## src/hdl/rots_pkg.sv

```systemverilog
package rots_pkg;

    localparam int TICK_W     = 16;
    localparam int RATE_W     = 24;
    localparam int TRIM_W     = 8;
    localparam int ERR_W      = 16;
    localparam int CFG_IDX_W  = 1;

    localparam int TICK_SCALE    = 8;
    localparam int PERCENT_SCALE = 10000;
    // |stop - start| * 80000 needs 33 bits
    localparam int PROD_W = TICK_W + $clog2(TICK_SCALE * PERCENT_SCALE);

    localparam logic signed [ERR_W-1:0] ERR_INVALID = 16'sh7FFF;
    // largest quotient that does not saturate: 32767 + 10000
    localparam logic [PROD_W-1:0] Q_SAT_LIMIT = PROD_W'(32767 + PERCENT_SCALE);

    localparam logic [RATE_W-1:0] RATE_RESET = RATE_W'(250000);
    localparam logic [TRIM_W-1:0] TRIM_RESET = TRIM_W'(128);

    localparam logic [CFG_IDX_W-1:0] CFG_TIMER_RATE   = 1'b0;
    localparam logic [CFG_IDX_W-1:0] CFG_INITIAL_TRIM = 1'b1;

    localparam logic OP_START   = 1'b0;
    localparam logic OP_MEASURE = 1'b1;

    typedef struct packed {
        logic busy;
        logic done;
    } div_stat_t;

endpackage

```

## src/hdl/rc_oscillator_trim_search.sv

```systemverilog
// Start items and measurements while idle: result word registered in the cycle after accept.
// Measurements while searching: the result passes the divider, ST_SAT and ST_DEC; the bit-serial
// divider takes one quotient bit per cycle over the 33-bit product.
// One item at a time, taken once the result register is free or being read: no new
// word is taken while a search measurement is in progress, other words every cycle.
// aresetn (synchronous): timer_rate 250000, initial_trim 128, search idle,
// best error 32767, best trim 0, current trim 128.
module rc_oscillator_trim_search (
    input  logic                                aclk,
    input  logic                                aresetn,
    input  logic                                s_valid,
    output logic                                s_ready,
    input  logic                                s_opcode,
    input  logic [rots_pkg::TICK_W-1:0]         s_start_tick,
    input  logic [rots_pkg::TICK_W-1:0]         s_stop_tick,
    output logic                                m_valid,
    input  logic                                m_ready,
    output logic [rots_pkg::TRIM_W-1:0]         m_trim_out,
    output logic signed [rots_pkg::ERR_W-1:0]   m_error_out,
    output logic                                m_finished,
    output logic                                m_result_valid,
    input  logic                                cfg_valid,
    output logic                                cfg_ready,
    input  logic [rots_pkg::CFG_IDX_W-1:0]      cfg_index,
    input  logic [rots_pkg::RATE_W-1:0]         cfg_data
);
    import rots_pkg::*;

    localparam logic [1:0] ST_IDLE = 2'd0;
    localparam logic [1:0] ST_DIV  = 2'd1;
    localparam logic [1:0] ST_SAT  = 2'd2;
    localparam logic [1:0] ST_DEC  = 2'd3;

    logic [1:0]              state_reg, state_next;
    logic [RATE_W-1:0]       timer_rate_reg;
    logic [TRIM_W-1:0]       initial_trim_reg;
    logic                    searching_reg, searching_next;
    logic signed [ERR_W-1:0] best_error_reg, best_error_next;
    logic [TRIM_W-1:0]       best_trim_reg, best_trim_next;
    logic [TRIM_W-1:0]       cur_trim_reg, cur_trim_next;
    logic signed [ERR_W-1:0] err_reg, err_next;

    logic                    m_valid_reg, m_valid_next;
    logic [TRIM_W-1:0]       trim_out_reg, trim_out_next;
    logic signed [ERR_W-1:0] error_out_reg, error_out_next;
    logic                    finished_reg, finished_next;
    logic                    res_valid_reg, res_valid_next;

    logic                    out_free;
    logic                    s_fire;
    logic                    div_start;
    logic [TICK_W-1:0]       tick_diff;
    logic [PROD_W-1:0]       product;
    logic [RATE_W-1:0]       rate_eff;
    logic [PROD_W-1:0]       quotient;
    div_stat_t               div_stat;
    logic [ERR_W-1:0]        abs_err;
    logic [ERR_W-1:0]        abs_best;

    assign out_free  = !m_valid_reg || m_ready;
    assign s_ready   = (state_reg == ST_IDLE) && out_free;
    assign s_fire    = s_valid && s_ready;
    assign cfg_ready = 1'b1;

    assign tick_diff = (s_stop_tick >= s_start_tick) ? (s_stop_tick - s_start_tick)
                                                     : (s_start_tick - s_stop_tick);
    assign product   = {{(PROD_W-TICK_W){1'b0}}, tick_diff}
                       * PROD_W'(TICK_SCALE * PERCENT_SCALE);
    assign rate_eff  = (timer_rate_reg == '0) ? RATE_W'(1) : timer_rate_reg;
    assign div_start = s_fire && (s_opcode == OP_MEASURE) && searching_reg;

    rots_div #(
        .DIVIDEND_W (PROD_W),
        .DIVISOR_W  (RATE_W)
    ) u_div (
        .aclk     (aclk),
        .aresetn  (aresetn),
        .start    (div_start),
        .dividend (product),
        .divisor  (rate_eff),
        .quotient (quotient),
        .stat     (div_stat)
    );

    // err never goes below -10000, so negation cannot overflow
    assign abs_err  = err_reg[ERR_W-1] ? ERR_W'(-err_reg) : ERR_W'(err_reg);
    assign abs_best = best_error_reg[ERR_W-1] ? ERR_W'(-best_error_reg)
                                              : ERR_W'(best_error_reg);

    always_comb begin
        state_next      = state_reg;
        searching_next  = searching_reg;
        best_error_next = best_error_reg;
        best_trim_next  = best_trim_reg;
        cur_trim_next   = cur_trim_reg;
        err_next        = err_reg;
        m_valid_next    = m_valid_reg && !m_ready;
        trim_out_next   = trim_out_reg;
        error_out_next  = error_out_reg;
        finished_next   = finished_reg;
        res_valid_next  = res_valid_reg;
        unique case (state_reg)
            ST_IDLE: begin
                if (s_fire) begin
                    if (s_opcode == OP_START) begin
                        cur_trim_next   = initial_trim_reg;
                        best_trim_next  = initial_trim_reg;
                        best_error_next = ERR_INVALID;
                        searching_next  = 1'b1;
                        m_valid_next    = 1'b1;
                        trim_out_next   = initial_trim_reg;
                        error_out_next  = ERR_INVALID;
                        finished_next   = 1'b0;
                        res_valid_next  = 1'b0;
                    end else if (searching_reg) begin
                        state_next = ST_DIV;
                    end else begin
                        m_valid_next   = 1'b1;
                        trim_out_next  = cur_trim_reg;
                        error_out_next = ERR_INVALID;
                        finished_next  = 1'b0;
                        res_valid_next = 1'b0;
                    end
                end
            end
            ST_DIV: begin
                if (div_stat.done) begin
                    state_next = ST_SAT;
                end
            end
            ST_SAT: begin
                if (quotient > Q_SAT_LIMIT) begin
                    err_next = ERR_INVALID;
                end else begin
                    err_next = ERR_W'(quotient[ERR_W:0] - (ERR_W+1)'(PERCENT_SCALE));
                end
                state_next = ST_DEC;
            end
            ST_DEC: begin
                if (out_free) begin
                    m_valid_next = 1'b1;
                    state_next   = ST_IDLE;
                    if (abs_err < abs_best) begin
                        best_error_next = err_reg;
                        best_trim_next  = cur_trim_reg;
                        cur_trim_next   = (err_reg > 0) ? cur_trim_reg - TRIM_W'(1)
                                                        : cur_trim_reg + TRIM_W'(1);
                        trim_out_next   = cur_trim_next;
                        error_out_next  = ERR_INVALID;
                        finished_next   = 1'b0;
                        res_valid_next  = 1'b0;
                    end else begin
                        cur_trim_next  = best_trim_reg;
                        searching_next = 1'b0;
                        trim_out_next  = best_trim_reg;
                        error_out_next = err_reg;
                        finished_next  = 1'b1;
                        res_valid_next = 1'b1;
                    end
                end
            end
            default: state_next = ST_IDLE;
        endcase
    end

    always_ff @(posedge aclk) begin
        if (!aresetn) begin
            state_reg        <= ST_IDLE;
            timer_rate_reg   <= RATE_RESET;
            initial_trim_reg <= TRIM_RESET;
            searching_reg    <= 1'b0;
            best_error_reg   <= ERR_INVALID;
            best_trim_reg    <= '0;
            cur_trim_reg     <= TRIM_RESET;
            m_valid_reg      <= 1'b0;
        end else begin
            state_reg      <= state_next;
            searching_reg  <= searching_next;
            best_error_reg <= best_error_next;
            best_trim_reg  <= best_trim_next;
            cur_trim_reg   <= cur_trim_next;
            m_valid_reg    <= m_valid_next;
            if (cfg_valid && cfg_ready) begin
                unique case (cfg_index)
                    CFG_TIMER_RATE:   timer_rate_reg   <= cfg_data;
                    CFG_INITIAL_TRIM: initial_trim_reg <= cfg_data[TRIM_W-1:0];
                    default: ;
                endcase
            end
        end
        err_reg       <= err_next;
        trim_out_reg  <= trim_out_next;
        error_out_reg <= error_out_next;
        finished_reg  <= finished_next;
        res_valid_reg <= res_valid_next;
    end

    assign m_valid        = m_valid_reg;
    assign m_trim_out     = trim_out_reg;
    assign m_error_out    = error_out_reg;
    assign m_finished     = finished_reg;
    assign m_result_valid = res_valid_reg;

    a_ready_not_dividing: assert property (@(posedge aclk) disable iff (!aresetn)
        s_ready |-> !div_stat.busy)
        else $error("input accepted while divider busy");

    a_done_to_sat: assert property (@(posedge aclk) disable iff (!aresetn)
        div_stat.done |=> (state_reg == ST_SAT))
        else $error("divider result not picked up");

    a_finish_reports: assert property (@(posedge aclk) disable iff (!aresetn)
        ($fell(searching_reg) && $past(aresetn)) |-> (m_valid && m_finished && m_result_valid))
        else $error("search ended without a final word");

    a_start_only_searching: assert property (@(posedge aclk) disable iff (!aresetn)
        div_start |-> searching_reg && (state_reg == ST_IDLE))
        else $error("divide started outside a search");

endmodule

```

## src/hdl/rots_div.sv

```systemverilog
module rots_div #(
    parameter int DIVIDEND_W = rots_pkg::PROD_W,
    parameter int DIVISOR_W  = rots_pkg::RATE_W
) (
    input  logic                    aclk,
    input  logic                    aresetn,
    input  logic                    start,
    input  logic [DIVIDEND_W-1:0]   dividend,
    input  logic [DIVISOR_W-1:0]    divisor,
    output logic [DIVIDEND_W-1:0]   quotient,
    output rots_pkg::div_stat_t     stat
);
    import rots_pkg::*;

    localparam int CNT_W = $clog2(DIVIDEND_W + 1);

    logic                  busy_reg, busy_next;
    logic                  done_reg, done_next;
    logic [CNT_W-1:0]      cnt_reg, cnt_next;
    logic [DIVISOR_W-1:0]  rem_reg, rem_next;
    logic [DIVIDEND_W-1:0] quo_reg, quo_next;
    logic [DIVISOR_W:0]    trial;
    logic [DIVISOR_W:0]    diff;

    // restoring division, one quotient bit per cycle
    assign trial = {rem_reg, quo_reg[DIVIDEND_W-1]};
    assign diff  = trial - {1'b0, divisor};

    always_comb begin
        busy_next = busy_reg;
        done_next = 1'b0;
        cnt_next  = cnt_reg;
        rem_next  = rem_reg;
        quo_next  = quo_reg;
        if (start) begin
            busy_next = 1'b1;
            cnt_next  = CNT_W'(DIVIDEND_W);
            rem_next  = '0;
            quo_next  = dividend;
        end else if (busy_reg) begin
            if (trial >= {1'b0, divisor}) begin
                rem_next = diff[DIVISOR_W-1:0];
                quo_next = {quo_reg[DIVIDEND_W-2:0], 1'b1};
            end else begin
                rem_next = trial[DIVISOR_W-1:0];
                quo_next = {quo_reg[DIVIDEND_W-2:0], 1'b0};
            end
            cnt_next = cnt_reg - CNT_W'(1);
            if (cnt_reg == CNT_W'(1)) begin
                busy_next = 1'b0;
                done_next = 1'b1;
            end
        end
    end

    always_ff @(posedge aclk) begin
        if (!aresetn) begin
            busy_reg <= 1'b0;
            done_reg <= 1'b0;
            cnt_reg  <= '0;
        end else begin
            busy_reg <= busy_next;
            done_reg <= done_next;
            cnt_reg  <= cnt_next;
        end
        rem_reg <= rem_next;
        quo_reg <= quo_next;
    end

    assign quotient  = quo_reg;
    assign stat.busy = busy_reg;
    assign stat.done = done_reg;

endmodule
```

## config.mk

```make
export PLATFORM = sky130hd
export DESIGN_NAME = rc_oscillator_trim_search
export DESIGN_NICKNAME = d
export VERILOG_FILES = /design/src/hdl/rots_pkg.sv /design/src/hdl/rc_oscillator_trim_search.sv /design/src/hdl/rots_div.sv
export SDC_FILE = /design/constraint.sdc
export NUM_CORES = 1
export LEC_CHECK = 0
export BUFFER_PORTS_ARGS = -buffer_cell sky130_fd_sc_hd__buf_2
export CAP_MARGIN = 15
export CORE_ASPECT_RATIO = 1.5
export CORE_MARGIN = 4
export CORE_UTILIZATION = 60
export DETAILED_ROUTE_END_ITERATION = 8
export PLACE_DENSITY = 0.79
export SYNTH_ARGS = -nofsm -noshare
export SYNTH_HDL_FRONTEND = slang
export SYNTH_SLANG_ARGS = --single-unit
```

## constraint.sdc

```tcl
create_clock -name aclk -period 7.8 [get_ports aclk]
set_clock_uncertainty 0.15 [all_clocks]
set_input_delay 0.39 -clock aclk [delete_from_list [all_inputs] [get_ports aclk]]
set_output_delay 0.39 -clock aclk [all_outputs]
set_load 0.005 [all_outputs]
```

==> reports/results.ini <==
[timing]
worst-slew-pin-transition_ns=1.14
timing.max_slew.rel_slack=0.240
timing.final.max_slew_violations=0
hold_violations=0
grt_setup_unrepaired=false
timing.final.crit_period_ns=7.28
finalSetupTns_ns=0
setup_viol=0
fin_worst_hold_slack_ns=0.0249
timing.final.crit_share=0.933
fmaxAchievable_ghz=0.137

[final_layout]
most_common_library_cell_in_the_layout_ignoring_fill_and_taps=ha_1
sequential_cell_area_um2=4160
synthToLayoutAreaGrowth_pct=9.17
most_frequent_cells_in_the_layout=ha_1, inv_1, nand2_1
final_net_count=1929
num-fill-cells=1887
multiInputGateArea_um2=8850
drive_above_1_share=0.113
antennaDiodeCount=0
largest_reg_flops=33
fin_area_um2=15100

[routing]
detail-route-antenna-nets=0
drc=1
detail_route.vias_per_cell=5.94
drt_iter0_drc=772
iteration_count_of_the_initial_detailed_routing_pass=9
via_count=11662
route.final.wire_length_um=31900
drt-wirelength-per-cell_um=16.3

[flow_run]
maxCapViolCount=0

[cts]
htree_levels=4
clock_sink_total=174
postCtsHoldBufs=0
post_cts_setup_buffers=0
clock_latency_reported_for_the_late_side_of_the_worst_skew_pair_ns=0.44
cts-buffers-inserted=17
clock_tree_root_driver_cell=clkbuf_16
clock_transition_at_the_registers_of_the_reported_paths_ns=0.07
tritoncts=done
ctsLongestPathBuffers=2
cts_resized=0

[critical_path]
r2r-start=err_reg[6]
r2r-end=m_trim_out[2]
worstSetupPathType=in -> reg
worst-endpoint-arrival_ns=7.38
cp_max_fo=6
required_worst_endpoint_ns=7.90
ff2ff_path_depth=14
startpoint_type=primary input
reg2reg_slack_ns=3.04
cp-end-kind=flop

[placement]
placed_cell_area_um2=14600
portBuffers=90
place.gp.congestion=0.899
hpwl_um=24600

[floorplan]
io-pin-count=92
die_area_um2=25700
y_dimension_of_the_die_um=194
placeableCoreArea_um2=22600
start_util=0.615
core.rowCount=67
die_width_um=132

[synth]
yosysSeqAreaShare=0.299
synth.distinct_cells=83
synth_top_flop_cell=dfxtp_1
syn_avg_cell_area_um2=8.63
synthesis.area_um2=13900
share_of_async_settable_or_async_resettable_flops_after_synthesis=0
synth.net_count=1864
syn-instance-count=1608
synth_edf_count=67
synth-seq-cells=174
synthesis.yosys.warnings=0

[global_route]
grt_pass1_vias=11712
wire_length_of_the_first_global_routing_pass_um=53900
grt_usage=0.249
grt-ovfl-total=0
antenna_found_initial=0
grt_start_max_net_pins=63

[worst_hold_path]
hp-class=in -> reg
worstHoldStart=cfg_data[12]
hold-path-endpoint=timer_rate_reg[12]
hold_path_cells=3

[outcome]
status=finished with violations
violations=DRC

-- cell type report --
| cell class | instances | share of cell area |
|---|---|---|
| multi-input combinational | 1204 | 0.585 |
| sequential | 174 | 0.274 |
| timing repair buffer | 113 | 0.0411 |
| inverter | 163 | 0.0404 |
| clock buffer | 19 | 0.0300 |
| tap | 276 | 0.0228 |
| clock inverter | 13 | 0.00677 |
-- per-stage QoR --
step | setup slack [ns] | std cells | util
after global placement | 0.347 | 1929 | 0.647
after global routing | 0.0443 | 1962 | 0.672
after detailed placement | 0.125 | 1929 | 0.647
after floorplan | 0.687 | 1608 | -
after CTS | 0.566 | 1961 | 0.671
final | 0.520 | 1962 | 0.672
-- synthesized netlist by cell type, types with 10 or more instances --
cell | instances | share of area
o21ai_0 | 110 | 0.040
inv_1 | 161 | 0.044
nand4_1 | 10 | 0.0045
ha_1 | 162 | 0.15
edfxtp_1 | 67 | 0.15
o31ai_1 | 14 | 0.0076
clkbuf_1 | 51 | 0.014
fa_1 | 31 | 0.045
a31oi_1 | 13 | 0.0059
a21oi_1 | 109 | 0.039
dfxtp_1 | 107 | 0.15
xor2_1 | 46 | 0.029
nand3_1 | 53 | 0.019
a21o_1 | 43 | 0.023
nor2b_1 | 17 | 0.0077
mux2i_1 | 48 | 0.035
o211ai_1 | 15 | 0.0081
nor4_1 | 29 | 0.013
nor3_1 | 17 | 0.0061
xnor2_1 | 62 | 0.039
nand2b_1 | 22 | 0.0099
a211oi_1 | 17 | 0.0092
nand2_1 | 151 | 0.041
nor2_1 | 92 | 0.025
or2_2 | 18 | 0.0081
and2_1 | 10 | 0.0045
-- per-layer routing --
metal	global-route usage	routed length [um]
met5	0	0
met4	0.100	1090
met3	0.0332	1220
met2	0.483	17500
met1	0.269	12100
-- cells by family (layout without fill, tap and decap cells) --
family                     count (synthesis)  after routing  synth area share
muxes                                     51             51            0.0373
xor gates and xnor gates                 111            111            0.0717
buffers and inverters                    230            308            0.0641
and+or+nand+nor                          453            453             0.158
adders and majority gates                193            193             0.191
other                                      1              1          0.000270
AOI/OAI and AO/OA                        395            395             0.179
DFF                                      174            174             0.299
-- worst max-delay path by stage --
stage | from | to | slack (ns) | depth (start not counted)
floorplan | s_stop_tick[0] | u_div.quotient[29] | 0.69 | 29
global placement | s_start_tick[0] | u_div.quotient[32] | 0.35 | 26
detailed placement | s_start_tick[0] | u_div.quotient[32] | 0.12 | 26
CTS | s_start_tick[0] | u_div.quotient[32] | 0.57 | 26
global route | s_stop_tick[0] | u_div.quotient[32] | 0.04 | 27
finish | s_start_tick[0] | u_div.quotient[32] | 0.52 | 26
-- worst max-delay path: stages --
cell	delay, ns
buf_2	0.10
ha_1	0.22
fa_1	0.39
o21ai_0	0.33
o2111ai_1	0.27
and4_4	0.27
nor2_4	0.18
mux2_4	0.35
a2111oi_2	0.43
mux2_2	0.39
and2_1	0.22
fa_1	0.51
ha_1	0.29
inv_1	0.05
fa_1	0.52
inv_1	0.04
ha_1	0.28
ha_1	0.30
ha_1	0.37
nand3_1	0.12
nor2_1	0.10
a21boi_0	0.22
o21ai_0	0.13
a2111oi_0	0.54
nor3_1	0.09
o31ai_1	0.27
Power is left out: the tool's default activity adds up to more than one toggle a clock period on the data nets, which glitch-free logic cannot reach.
